### src/i2crw_pkg.sv
`timescale 1ns / 1ps
`default_nettype none

package i2crw_pkg;

  // Field widths
  localparam int unsigned ActionW   = 2;
  localparam int unsigned ByteW     = 8;
  localparam int unsigned DevAddrW  = 7;
  localparam int unsigned StatusW   = 2;
  localparam int unsigned BitIdxW   = 4;
  localparam int unsigned CfgIdxW   = 1;
  localparam int unsigned CfgDataW  = 8;

  // Command queue between front and back
  localparam int unsigned QDepth    = 2;
  localparam int unsigned QPtrW     = $clog2(QDepth);
  localparam int unsigned QCntW     = $clog2(QDepth + 1);

  // Action codes on the input channel
  localparam logic [ActionW-1:0] ACT_TICK  = 2'd0;
  localparam logic [ActionW-1:0] ACT_WRITE = 2'd1;
  localparam logic [ActionW-1:0] ACT_READ  = 2'd2;

  // Configuration register indexes
  localparam logic [CfgIdxW-1:0] CFG_HALF_PERIOD = 1'b0;
  localparam logic [CfgIdxW-1:0] CFG_DEVICE_ADDR = 1'b1;

  // Reset values of the configuration registers
  localparam logic [ByteW-1:0]    HALF_PERIOD_RST = 8'd5;
  localparam logic [DevAddrW-1:0] DEVICE_ADDR_RST = 7'd0;

  // Status codes
  localparam logic [StatusW-1:0] ST_OK         = 2'd0;
  localparam logic [StatusW-1:0] ST_START_FAIL = 2'd1;
  localparam logic [StatusW-1:0] ST_ADDR_NACK  = 2'd2;
  localparam logic [StatusW-1:0] ST_RSTART_FAIL = 2'd3;

  // Classified command kind
  typedef enum logic [1:0] {
    CMD_TICK  = 2'd0,
    CMD_WRITE = 2'd1,
    CMD_READ  = 2'd2
  } cmd_kind_e;

  // One classified word handed from front to back
  typedef struct packed {
    cmd_kind_e        kind;
    logic [ByteW-1:0] reg_addr;
    logic [ByteW-1:0] wr_data;
    logic             sda_in;
  } cmd_t;

  // Queue status seen by the front
  typedef struct packed {
    logic full;
    logic empty;
  } q_status_t;

  // Bus sequencer phases
  typedef enum logic [14:0] {
    PH_IDLE      = 15'b000000000000001,
    PH_ST_HIGH   = 15'b000000000000010,
    PH_ST_LOW    = 15'b000000000000100,
    PH_TX_LOW    = 15'b000000000001000,
    PH_TX_HIGH   = 15'b000000000010000,
    PH_ACK_LOW   = 15'b000000000100000,
    PH_ACK_HIGH  = 15'b000000001000000,
    PH_RS_PREP   = 15'b000000010000000,
    PH_RX_LOW    = 15'b000000100000000,
    PH_RX_HIGH   = 15'b000001000000000,
    PH_NACK_LOW  = 15'b000010000000000,
    PH_NACK_HIGH = 15'b000100000000000,
    PH_SP_A      = 15'b001000000000000,
    PH_SP_B      = 15'b010000000000000,
    PH_SP_C      = 15'b100000000000000
  } phase_e;

  // Which byte is on the bus
  typedef enum logic [1:0] {
    STG_DEV_W = 2'd0,
    STG_REG   = 2'd1,
    STG_DATA  = 2'd2,
    STG_DEV_R = 2'd3
  } stage_e;

endpackage

`default_nettype wire

### src/i2crw_if.sv
`timescale 1ns / 1ps
`default_nettype none

// Input channel: one tick word per handshake
interface i2crw_in_if;
  import i2crw_pkg::*;

  logic               valid;
  logic               ready;
  logic [ActionW-1:0] action;
  logic [ByteW-1:0]   reg_addr;
  logic [ByteW-1:0]   wr_data;
  logic               sda_in;

  modport source (output valid, action, reg_addr, wr_data, sda_in, input ready);
  modport sink   (input valid, action, reg_addr, wr_data, sda_in, output ready);
endinterface

// Result channel: one bus/status word per tick
interface i2crw_out_if;
  import i2crw_pkg::*;

  logic               valid;
  logic               ready;
  logic               scl_level;
  logic               sda_level;
  logic               busy_res;
  logic               done_res;
  logic [StatusW-1:0] status;
  logic [ByteW-1:0]   rd_data;

  modport source (output valid, scl_level, sda_level, busy_res, done_res, status, rd_data,
                  input ready);
  modport sink   (input valid, scl_level, sda_level, busy_res, done_res, status, rd_data,
                  output ready);
endinterface

// Configuration write channel
interface i2crw_cfg_if;
  import i2crw_pkg::*;

  logic                valid;
  logic                ready;
  logic [CfgIdxW-1:0]  index;
  logic [CfgDataW-1:0] data;

  modport source (output valid, index, data, input ready);
  modport sink   (input valid, index, data, output ready);
endinterface

`default_nettype wire

### src/i2c_register_read_write_master.sv
`timescale 1ns / 1ps
`default_nettype none

// I2C master for single-byte register writes and reads. Every input word is one
// timing tick and yields exactly one result word carrying the SCL/SDA levels,
// busy, done, status and the last read byte; action 1 or 2 on an idle tick starts
// a write or a read. One word is taken per clock cycle while the queue has room:
// the front classifies each word into a two-entry queue, and the bus sequencer in
// the back advances one tick per cycle, unless a result waits, into an output
// register; a word passes the queue entry and then the output register, and the
// input flows while a result waits until the queue fills. Configuration writes are
// taken at any time and must only be issued while no tick is in flight.
module i2c_register_read_write_master (
  input  wire        clk_i,
  input  wire        rst_ni,
  i2crw_in_if.sink   in_i,
  i2crw_out_if.source out_o,
  i2crw_cfg_if.sink  cfg_i
);
  import i2crw_pkg::*;

  q_status_t q_status;
  cmd_t      cmd_in;
  cmd_t      cmd_head;
  logic      push;
  logic      pop;

  i2crw_front u_front (
    .in_i       (in_i),
    .q_status_i (q_status),
    .push_o     (push),
    .cmd_o      (cmd_in)
  );

  i2crw_queue u_queue (
    .clk_i    (clk_i),
    .rst_ni   (rst_ni),
    .push_i   (push),
    .cmd_i    (cmd_in),
    .pop_i    (pop),
    .cmd_o    (cmd_head),
    .status_o (q_status)
  );

  i2crw_back u_back (
    .clk_i       (clk_i),
    .rst_ni      (rst_ni),
    .cfg_i       (cfg_i),
    .cmd_i       (cmd_head),
    .cmd_valid_i (~q_status.empty),
    .pop_o       (pop),
    .out_o       (out_o)
  );

endmodule

`default_nettype wire

### src/i2crw_front.sv
`timescale 1ns / 1ps
`default_nettype none

module i2crw_front (
  i2crw_in_if.sink              in_i,
  input  i2crw_pkg::q_status_t  q_status_i,
  output logic                  push_o,
  output i2crw_pkg::cmd_t       cmd_o
);
  import i2crw_pkg::*;

  // Take a word whenever the queue has room
  assign in_i.ready = ~q_status_i.full;
  assign push_o     = in_i.valid & ~q_status_i.full;

  // Classify the action; the unused code counts as a plain tick
  always_comb begin
    cmd_o.reg_addr = in_i.reg_addr;
    cmd_o.wr_data  = in_i.wr_data;
    cmd_o.sda_in   = in_i.sda_in;
    case (in_i.action)
      ACT_WRITE: cmd_o.kind = CMD_WRITE;
      ACT_READ:  cmd_o.kind = CMD_READ;
      ACT_TICK:  cmd_o.kind = CMD_TICK;
      default:   cmd_o.kind = CMD_TICK;
    endcase
  end

endmodule

`default_nettype wire

### src/i2crw_queue.sv
`timescale 1ns / 1ps
`default_nettype none

module i2crw_queue (
  input  logic                  clk_i,
  input  logic                  rst_ni,
  input  logic                  push_i,
  input  i2crw_pkg::cmd_t       cmd_i,
  input  logic                  pop_i,
  output i2crw_pkg::cmd_t       cmd_o,
  output i2crw_pkg::q_status_t  status_o
);
  import i2crw_pkg::*;

  cmd_t             mem_q [QDepth];
  logic [QPtrW-1:0] wptr_q, wptr_d;
  logic [QPtrW-1:0] rptr_q, rptr_d;
  logic [QCntW-1:0] cnt_q, cnt_d;

  assign status_o.full  = (cnt_q == QCntW'(QDepth));
  assign status_o.empty = (cnt_q == '0);
  assign cmd_o          = mem_q[rptr_q];

  // Pointer and fill count
  always_comb begin
    wptr_d = wptr_q;
    rptr_d = rptr_q;
    cnt_d  = cnt_q;
    if (push_i) begin
      wptr_d = (wptr_q == QPtrW'(QDepth - 1)) ? '0 : wptr_q + 1'b1;
    end
    if (pop_i) begin
      rptr_d = (rptr_q == QPtrW'(QDepth - 1)) ? '0 : rptr_q + 1'b1;
    end
    case ({push_i, pop_i})
      2'b10:   cnt_d = cnt_q + 1'b1;
      2'b01:   cnt_d = cnt_q - 1'b1;
      default: cnt_d = cnt_q;
    endcase
  end

  always_ff @(posedge clk_i or negedge rst_ni) begin
    if (!rst_ni) begin
      wptr_q <= '0;
      rptr_q <= '0;
      cnt_q  <= '0;
    end else begin
      wptr_q <= wptr_d;
      rptr_q <= rptr_d;
      cnt_q  <= cnt_d;
    end
  end

  // Entry storage
  always_ff @(posedge clk_i) begin
    if (push_i) begin
      mem_q[wptr_q] <= cmd_i;
    end
  end

endmodule

`default_nettype wire

### src/i2crw_back.sv
`timescale 1ns / 1ps
`default_nettype none

module i2crw_back (
  input  logic             clk_i,
  input  logic             rst_ni,
  i2crw_cfg_if.sink        cfg_i,
  input  i2crw_pkg::cmd_t  cmd_i,
  input  logic             cmd_valid_i,
  output logic             pop_o,
  i2crw_out_if.source      out_o
);
  import i2crw_pkg::*;

  // Configuration registers
  logic [ByteW-1:0]    half_q;
  logic [DevAddrW-1:0] dev_q;

  // Sequencer state
  phase_e              phase_q, phase_d;
  stage_e              stage_q, stage_d;
  logic [ByteW-1:0]    cnt_q, cnt_d;
  logic [BitIdxW-1:0]  bit_q, bit_d;
  logic [ByteW-1:0]    shift_q, shift_d;
  logic                is_read_q, is_read_d;
  logic [ByteW-1:0]    reg_addr_q, reg_addr_d;
  logic [ByteW-1:0]    wr_data_q, wr_data_d;
  logic [StatusW-1:0]  status_q, status_d;
  logic [ByteW-1:0]    rx_q, rx_d;

  // Output register
  logic                ovalid_q;
  logic                scl_q, scl_d;
  logic                sda_q, sda_d;
  logic                busy_q, busy_d;
  logic                done_q, done_d;

  // Working values for this tick
  logic                start;
  logic                seg_end;
  logic [ByteW-1:0]    limit;
  logic [BitIdxW-1:0]  bit_inc;
  logic [ByteW-1:0]    rx_shift;
  phase_e              ph;
  logic [ByteW-1:0]    cnt;

  assign cfg_i.ready = 1'b1;

  always_ff @(posedge clk_i or negedge rst_ni) begin
    if (!rst_ni) begin
      half_q <= HALF_PERIOD_RST;
      dev_q  <= DEVICE_ADDR_RST;
    end else if (cfg_i.valid) begin
      case (cfg_i.index)
        CFG_HALF_PERIOD: half_q <= cfg_i.data;
        CFG_DEVICE_ADDR: dev_q  <= cfg_i.data[DevAddrW-1:0];
        default:         half_q <= half_q;
      endcase
    end
  end

  // One tick is processed whenever a word waits and the output slot frees up
  assign pop_o = cmd_valid_i & (~ovalid_q | out_o.ready);

  always_comb begin
    phase_d    = phase_q;
    stage_d    = stage_q;
    cnt_d      = cnt_q;
    bit_d      = bit_q;
    shift_d    = shift_q;
    is_read_d  = is_read_q;
    reg_addr_d = reg_addr_q;
    wr_data_d  = wr_data_q;
    status_d   = status_q;
    rx_d       = rx_q;
    scl_d      = 1'b1;
    sda_d      = 1'b1;
    busy_d     = 1'b0;
    done_d     = 1'b0;

    limit    = (half_q == '0) ? ByteW'(1) : half_q;
    bit_inc  = bit_q + 1'b1;
    rx_shift = {shift_q[ByteW-2:0], cmd_i.sda_in};

    // Begin only from idle
    start = (phase_q == PH_IDLE) && (cmd_i.kind != CMD_TICK);
    if (start) begin
      is_read_d  = (cmd_i.kind == CMD_READ);
      reg_addr_d = cmd_i.reg_addr;
      wr_data_d  = cmd_i.wr_data;
      status_d   = ST_OK;
      stage_d    = STG_DEV_W;
    end
    ph  = start ? PH_ST_HIGH : phase_q;
    cnt = start ? '0 : cnt_q;
    phase_d = ph;

    seg_end = ({1'b0, cnt} + 9'd1) >= {1'b0, limit};

    if (ph != PH_IDLE) begin
      busy_d = 1'b1;

      // Line levels of the current segment
      case (ph)
        PH_ST_HIGH:  begin scl_d = 1'b1; sda_d = 1'b1;       end
        PH_ST_LOW:   begin scl_d = 1'b1; sda_d = 1'b0;       end
        PH_TX_LOW:   begin scl_d = 1'b0; sda_d = shift_q[7]; end
        PH_TX_HIGH:  begin scl_d = 1'b1; sda_d = shift_q[7]; end
        PH_ACK_HIGH,
        PH_RX_HIGH,
        PH_NACK_HIGH,
        PH_SP_C:     begin scl_d = 1'b1; sda_d = 1'b1;       end
        PH_SP_A:     begin scl_d = 1'b0; sda_d = 1'b0;       end
        PH_SP_B:     begin scl_d = 1'b1; sda_d = 1'b0;       end
        default:     begin scl_d = 1'b0; sda_d = 1'b1;       end
      endcase

      if (!seg_end) begin
        cnt_d = cnt + 1'b1;
      end else begin
        cnt_d = '0;
        // Segment transitions
        case (ph)
          PH_ST_HIGH: phase_d = PH_ST_LOW;
          PH_ST_LOW: begin
            if (cmd_i.sda_in) begin
              // Line held high: abort without a stop
              status_d = (stage_q == STG_DEV_R) ? ST_RSTART_FAIL : ST_START_FAIL;
              phase_d  = PH_IDLE;
              busy_d   = 1'b0;
              done_d   = 1'b1;
            end else begin
              shift_d = {dev_q, (stage_q == STG_DEV_R)};
              bit_d   = '0;
              phase_d = PH_TX_LOW;
            end
          end
          PH_TX_LOW: phase_d = PH_TX_HIGH;
          PH_TX_HIGH: begin
            shift_d = {shift_q[ByteW-2:0], 1'b0};
            bit_d   = bit_inc;
            phase_d = (bit_inc >= BitIdxW'(8)) ? PH_ACK_LOW : PH_TX_LOW;
          end
          PH_ACK_LOW: phase_d = PH_ACK_HIGH;
          PH_ACK_HIGH: begin
            case (stage_q)
              STG_DEV_W: begin
                if (cmd_i.sda_in) begin
                  status_d = ST_ADDR_NACK;
                  phase_d  = PH_SP_A;
                end else begin
                  stage_d = STG_REG;
                  shift_d = reg_addr_q;
                  bit_d   = '0;
                  phase_d = PH_TX_LOW;
                end
              end
              STG_REG: begin
                if (is_read_q) begin
                  stage_d = STG_DEV_R;
                  phase_d = PH_RS_PREP;
                end else begin
                  stage_d = STG_DATA;
                  shift_d = wr_data_q;
                  bit_d   = '0;
                  phase_d = PH_TX_LOW;
                end
              end
              STG_DATA: phase_d = PH_SP_A;
              default: begin
                shift_d = '0;
                bit_d   = '0;
                phase_d = PH_RX_LOW;
              end
            endcase
          end
          PH_RS_PREP: phase_d = PH_ST_HIGH;
          PH_RX_LOW:  phase_d = PH_RX_HIGH;
          PH_RX_HIGH: begin
            shift_d = rx_shift;
            bit_d   = bit_inc;
            if (bit_inc >= BitIdxW'(8)) begin
              rx_d    = rx_shift;
              phase_d = PH_NACK_LOW;
            end else begin
              phase_d = PH_RX_LOW;
            end
          end
          PH_NACK_LOW:  phase_d = PH_NACK_HIGH;
          PH_NACK_HIGH: phase_d = PH_SP_A;
          PH_SP_A:      phase_d = PH_SP_B;
          PH_SP_B:      phase_d = PH_SP_C;
          default: begin
            // End of stop: transaction complete
            phase_d = PH_IDLE;
            busy_d  = 1'b0;
            done_d  = 1'b1;
          end
        endcase
      end
    end
  end

  // Sequencer state advances once per processed tick
  always_ff @(posedge clk_i or negedge rst_ni) begin
    if (!rst_ni) begin
      phase_q    <= PH_IDLE;
      stage_q    <= STG_DEV_W;
      cnt_q      <= '0;
      bit_q      <= '0;
      shift_q    <= '0;
      is_read_q  <= 1'b0;
      reg_addr_q <= '0;
      wr_data_q  <= '0;
      status_q   <= ST_OK;
      rx_q       <= '0;
    end else if (pop_o) begin
      phase_q    <= phase_d;
      stage_q    <= stage_d;
      cnt_q      <= cnt_d;
      bit_q      <= bit_d;
      shift_q    <= shift_d;
      is_read_q  <= is_read_d;
      reg_addr_q <= reg_addr_d;
      wr_data_q  <= wr_data_d;
      status_q   <= status_d;
      rx_q       <= rx_d;
    end
  end

  // Output register
  always_ff @(posedge clk_i or negedge rst_ni) begin
    if (!rst_ni) begin
      ovalid_q <= 1'b0;
    end else if (pop_o) begin
      ovalid_q <= 1'b1;
    end else if (out_o.ready) begin
      ovalid_q <= 1'b0;
    end
  end

  always_ff @(posedge clk_i) begin
    if (pop_o) begin
      scl_q  <= scl_d;
      sda_q  <= sda_d;
      busy_q <= busy_d;
      done_q <= done_d;
    end
  end

  assign out_o.valid     = ovalid_q;
  assign out_o.scl_level = scl_q;
  assign out_o.sda_level = sda_q;
  assign out_o.busy_res  = busy_q;
  assign out_o.done_res  = done_q;
  assign out_o.status    = status_q;
  assign out_o.rd_data   = rx_q;

endmodule

`default_nettype wire
### src/flat_wrapper.sv
// flat-port wrapper written by rule: the top's interface ports become plain ports
module i2c_register_read_write_master_flat import i2crw_pkg::*;
  (clk_i, rst_ni, in_i_valid, in_i_action, in_i_reg_addr, in_i_wr_data, in_i_sda_in, in_i_ready, out_o_valid, out_o_scl_level, out_o_sda_level, out_o_busy_res, out_o_done_res, out_o_status, out_o_rd_data, out_o_ready, cfg_i_valid, cfg_i_index, cfg_i_data, cfg_i_ready);
  i2crw_in_if in_i_i ();
  i2crw_out_if out_o_i ();
  i2crw_cfg_if cfg_i_i ();
  input  wire clk_i;
  input  wire rst_ni;
  input wire logic [$bits(in_i_i.valid)-1:0] in_i_valid;
  input wire logic [$bits(in_i_i.action)-1:0] in_i_action;
  input wire logic [$bits(in_i_i.reg_addr)-1:0] in_i_reg_addr;
  input wire logic [$bits(in_i_i.wr_data)-1:0] in_i_wr_data;
  input wire logic [$bits(in_i_i.sda_in)-1:0] in_i_sda_in;
  output wire logic [$bits(in_i_i.ready)-1:0] in_i_ready;
  output wire logic [$bits(out_o_i.valid)-1:0] out_o_valid;
  output wire logic [$bits(out_o_i.scl_level)-1:0] out_o_scl_level;
  output wire logic [$bits(out_o_i.sda_level)-1:0] out_o_sda_level;
  output wire logic [$bits(out_o_i.busy_res)-1:0] out_o_busy_res;
  output wire logic [$bits(out_o_i.done_res)-1:0] out_o_done_res;
  output wire logic [$bits(out_o_i.status)-1:0] out_o_status;
  output wire logic [$bits(out_o_i.rd_data)-1:0] out_o_rd_data;
  input wire logic [$bits(out_o_i.ready)-1:0] out_o_ready;
  input wire logic [$bits(cfg_i_i.valid)-1:0] cfg_i_valid;
  input wire logic [$bits(cfg_i_i.index)-1:0] cfg_i_index;
  input wire logic [$bits(cfg_i_i.data)-1:0] cfg_i_data;
  output wire logic [$bits(cfg_i_i.ready)-1:0] cfg_i_ready;
  assign in_i_i.valid = in_i_valid;
  assign in_i_i.action = in_i_action;
  assign in_i_i.reg_addr = in_i_reg_addr;
  assign in_i_i.wr_data = in_i_wr_data;
  assign in_i_i.sda_in = in_i_sda_in;
  assign in_i_ready = in_i_i.ready;
  assign out_o_valid = out_o_i.valid;
  assign out_o_scl_level = out_o_i.scl_level;
  assign out_o_sda_level = out_o_i.sda_level;
  assign out_o_busy_res = out_o_i.busy_res;
  assign out_o_done_res = out_o_i.done_res;
  assign out_o_status = out_o_i.status;
  assign out_o_rd_data = out_o_i.rd_data;
  assign out_o_i.ready = out_o_ready;
  assign cfg_i_i.valid = cfg_i_valid;
  assign cfg_i_i.index = cfg_i_index;
  assign cfg_i_i.data = cfg_i_data;
  assign cfg_i_ready = cfg_i_i.ready;
  i2c_register_read_write_master u_core (.clk_i(clk_i), .rst_ni(rst_ni), .in_i(in_i_i), .out_o(out_o_i), .cfg_i(cfg_i_i));
endmodule
### config.mk
export PLATFORM = sky130hd
export DESIGN_NAME = i2c_register_read_write_master_flat
export DESIGN_NICKNAME = d
export VERILOG_FILES = /design/src/i2crw_pkg.sv /design/src/i2crw_if.sv /design/src/i2c_register_read_write_master.sv /design/src/i2crw_front.sv /design/src/i2crw_queue.sv /design/src/i2crw_back.sv /design/src/flat_wrapper.sv
export SDC_FILE = /design/constraint.sdc
export NUM_CORES = 1
export LEC_CHECK = 0
export BUFFER_PORTS_ARGS = -buffer_cell sky130_fd_sc_hd__buf_4
export CAP_MARGIN = 10
export CORE_MARGIN = 3
export CORE_UTILIZATION = 29
export DETAILED_ROUTE_END_ITERATION = 10
export PLACE_DENSITY = 0.53
export SETUP_SLACK_MARGIN = 0.1
export SLEW_MARGIN = 30
export SYNTH_ARGS = -nofsm -noshare
export SYNTH_HDL_FRONTEND = slang
export SYNTH_SLANG_ARGS = --single-unit
### constraint.sdc
create_clock -name clk_i -period 5.7 [get_ports clk_i]
set_input_delay 0.57 -clock clk_i [delete_from_list [all_inputs] [get_ports clk_i]]
set_output_delay 0.57 -clock clk_i [all_outputs]
set_load 0.05 [all_outputs]
==> impl_metrics.ini <==
[outcome]
status = finished, final reports clean

[placement]
numPortBuffers = 48
gp_congestion = 0.859
hpwlAfterDp_um = 10100
post_dp_cell_area_um2 = 6660

[cts]
ctsHoldBuffers = 0
cts_buffers = 17
cts_root_buffer = clkbuf_16
htreeDepth = 4
cts_resized = 0
clkLatencyLatePin_ps = 420
clkSinkCount = 126
cts_tree = built
cts.clk_slew.worst_paths_ps = 60
post_cts_buffers = 0
cts_buffer_depth = 2

[critical_path]
cp_max_fo = 9
endpoint_kind = register
crit_required_ps = 5990
critPathLaunchType = register
criticalPathCategory = reg -> reg
worst_ep_arrival_time_ps = 5210

[sta]
tns_ps = 0
fmax_mhz = 203
finalCriticalPeriod_ps = 4910
setup_viol = 0
hold_viol = 0
skew_ps = 7.68
slew_headroom = 0.360
period_share = 0.862
hold_ws_ps = 12.5
rsz0062_at_grt = false
slew_viol_final = 0
worst_pin_slew_ps = 957

[finish]
seqCellArea_um2 = 3370
layout_commonest_cell = dfrtp_1
drive_gt1_frac = 0.204
layout_common_cells = 81 x dfrtp_1, 66 x nand2_1, 52 x buf_4
multiInputGateArea_um2 = 2470
stdcell_area_um2 = 7270
area_growth_pct = 20.1
antennaDiodeCount = 0
num-nets-final = 629
final.fill_count = 1983

[floorplanning]
dieArea_um2 = 22700
row_count = 52
die_y_um = 151
die_x_um = 151
initial_core_util = 0.297
core_um2 = 20400
io_pins = 50

[grt]
antenna_found_initial = 0
grt_pass1_vias = 4283
top_usage_layer = met2
grt_util_met3 = 0.0316
track_usage = 0.128
grt_first_pass_wirelength_um = 22500
grt.met1_usage = 0.169
use_met2 = 0.208
grt_start_max_net_pins = 69
grt-ovfl-total = 0

[routing]
drcViolationCount = 0
routed-via-count = 4223
drt_pass1_iterations = 5
routed_via_density = 4.87
drt_iter0_markers = 221
drtAntennaViolNets = 0
drt_wl_total_um = 13900
wire_per_inst_um = 16.0

[hold_path]
holdCritPathClass = in -> async

[power_and_ir_drop]
peakVddDrop_mv = 0.210
power.density_nw_per_um2 = 456
power.leakage_nw = 3.05
p_total_mw = 3.32

[logic_synthesis]
synth-edff-count = 42
syn_inst = 542
seq_area_frac_synth = 0.556
syn-cell-area_um2 = 6060
yosys_register_bits = 126
synth_flop_cell = dfrtp_1
yosysWarnings = 0
synth_cell_types = 69
synth-async-reset-ratio = 0.667
synth_nets = 586
syn_avg_cell_area_um2 = 11.2

[flow_run]
cap_violations = 0
final cells by class:
| class | count | share of cell area |
|---|---|---|
| Clock buffer | 17 | 0.0585 |
| Clock inverter | 15 | 0.0253 |
| Inverter | 24 | 0.0124 |
| Multi-Input combinational cell | 363 | 0.339 |
| Sequential cell | 126 | 0.463 |
| Tap cell | 270 | 0.0464 |
| Timing Repair Buffer | 53 | 0.0552 |
metal layers:
metal | wire length (µm) | share of wire
met1 | 6450 | 0.46
met2 | 6680 | 0.48
met3 | 568 | 0.041
met4 | 189 | 0.014
met5 | 0 | 0
registers in the layout (all words and copies together), names as in the netlist, 2 cells and up:
signal	count
u_core.u_queue.mem_q	38
u_core.u_back.phase_q	15
u_core.u_back.cnt_q	8
u_core.u_back.half_q	8
u_core.u_back.out_o.rd_data	8
u_core.u_back.reg_addr_q	8
u_core.u_back.shift_q	8
u_core.u_back.wr_data_q	8
u_core.u_back.dev_q	7
u_core.u_back.bit_q	4
u_core.u_back.out_o.status	2
u_core.u_back.stage_q	2
u_core.u_queue.cnt_q	2
power by group:
part	leakage, nW	total, mW	switching [mW]	internal, mW
Sequential	1.47	1.28	0.119	1.16
Clock	0.296	1.11	0.416	0.693
Combinational	1.29	0.934	0.592	0.342
Total	3.05	3.32	1.13	2.19
final timing paths:
| kind | from | endpoint | slack, ps | cells past startpoint |
|---|---|---|---|---|
| worst max-delay path | u_core.u_back.phase_q[0] | u_core.u_back.out_o.rd_data[6] | 790 | 16 |
| max in group asynchronous | rst_ni | u_core.u_back.cnt_q[7] | 4810 | 2 |
| worst max register to register | u_core.u_back.phase_q[0] | u_core.u_back.out_o.rd_data[6] | 790 | 16 |
| worst min register to register | u_core.u_back.reg_addr_q[1] | u_core.u_back.reg_addr_q[1] | 480 | 2 |
| min in group clk_i | in_i_wr_data[4] | u_core.u_queue.mem_q[0][5] | 330 | 1 |
| worst min-delay path | rst_ni | u_core.u_back.out_o.valid | 10 | 1 |
cell families (layout without fill, tap and decap cells):
group                    Yosys count  after routing  synth area share
adder cells (fa/ha/maj)           11             11            0.0227
AND/OR/NAND/NOR                  168            168             0.138
XOR/XNOR                          17             17            0.0246
AO/OA/AOI/OAI                    113            113             0.123
flip-flops                       126            126             0.556
multiplexers                      53             53            0.0967
other                              1              1          0.000619
buffers and inverters             53            109            0.0380
stage by stage:
step,utilization,setup slack [ps],std cells
2_1_floorplan,-,1420,542
3_3_place_gp,0.327,983,836
3_5_place_dp,0.327,829,836
4_1_cts,0.357,801,868
5_1_grt,0.357,414,868
6_report,0.357,786,868
critical path, stage by stage, from the launching register on:
cell      delay, ps
dfstp_2         580
or4b_2          630
nor4_4          310
nand2_1         200
and2_1          240
ha_1            220
nand3_1         140
nor2_1           90
xnor2_1         130
nor2_1           80
ha_1            310
and3_1          180
o211ai_1         90
o21ai_0         430
o21ai_1         150
or3_1           620
mux2_1          390
cells in the mapped netlist, drive strengths merged, types with 7 or more instances:
cell | number | area share
dfrtp | 81 | 0.33
nand2 | 67 | 0.042
o21ai | 54 | 0.045
edfxtp | 42 | 0.21
mux2i | 27 | 0.045
mux2 | 26 | 0.052
nor2 | 26 | 0.016
inv | 24 | 0.015
clkbuf | 19 | 0.012
nand3 | 17 | 0.014
ha | 11 | 0.023
xnor2 | 11 | 0.016
buf | 10 | 0.011
nand2b | 8 | 0.0083
nor3 | 8 | 0.0074
a21oi | 7 | 0.0058
a22oi | 7 | 0.0087
nor4 | 7 | 0.0097
Power figures use the tool's default switching activity.
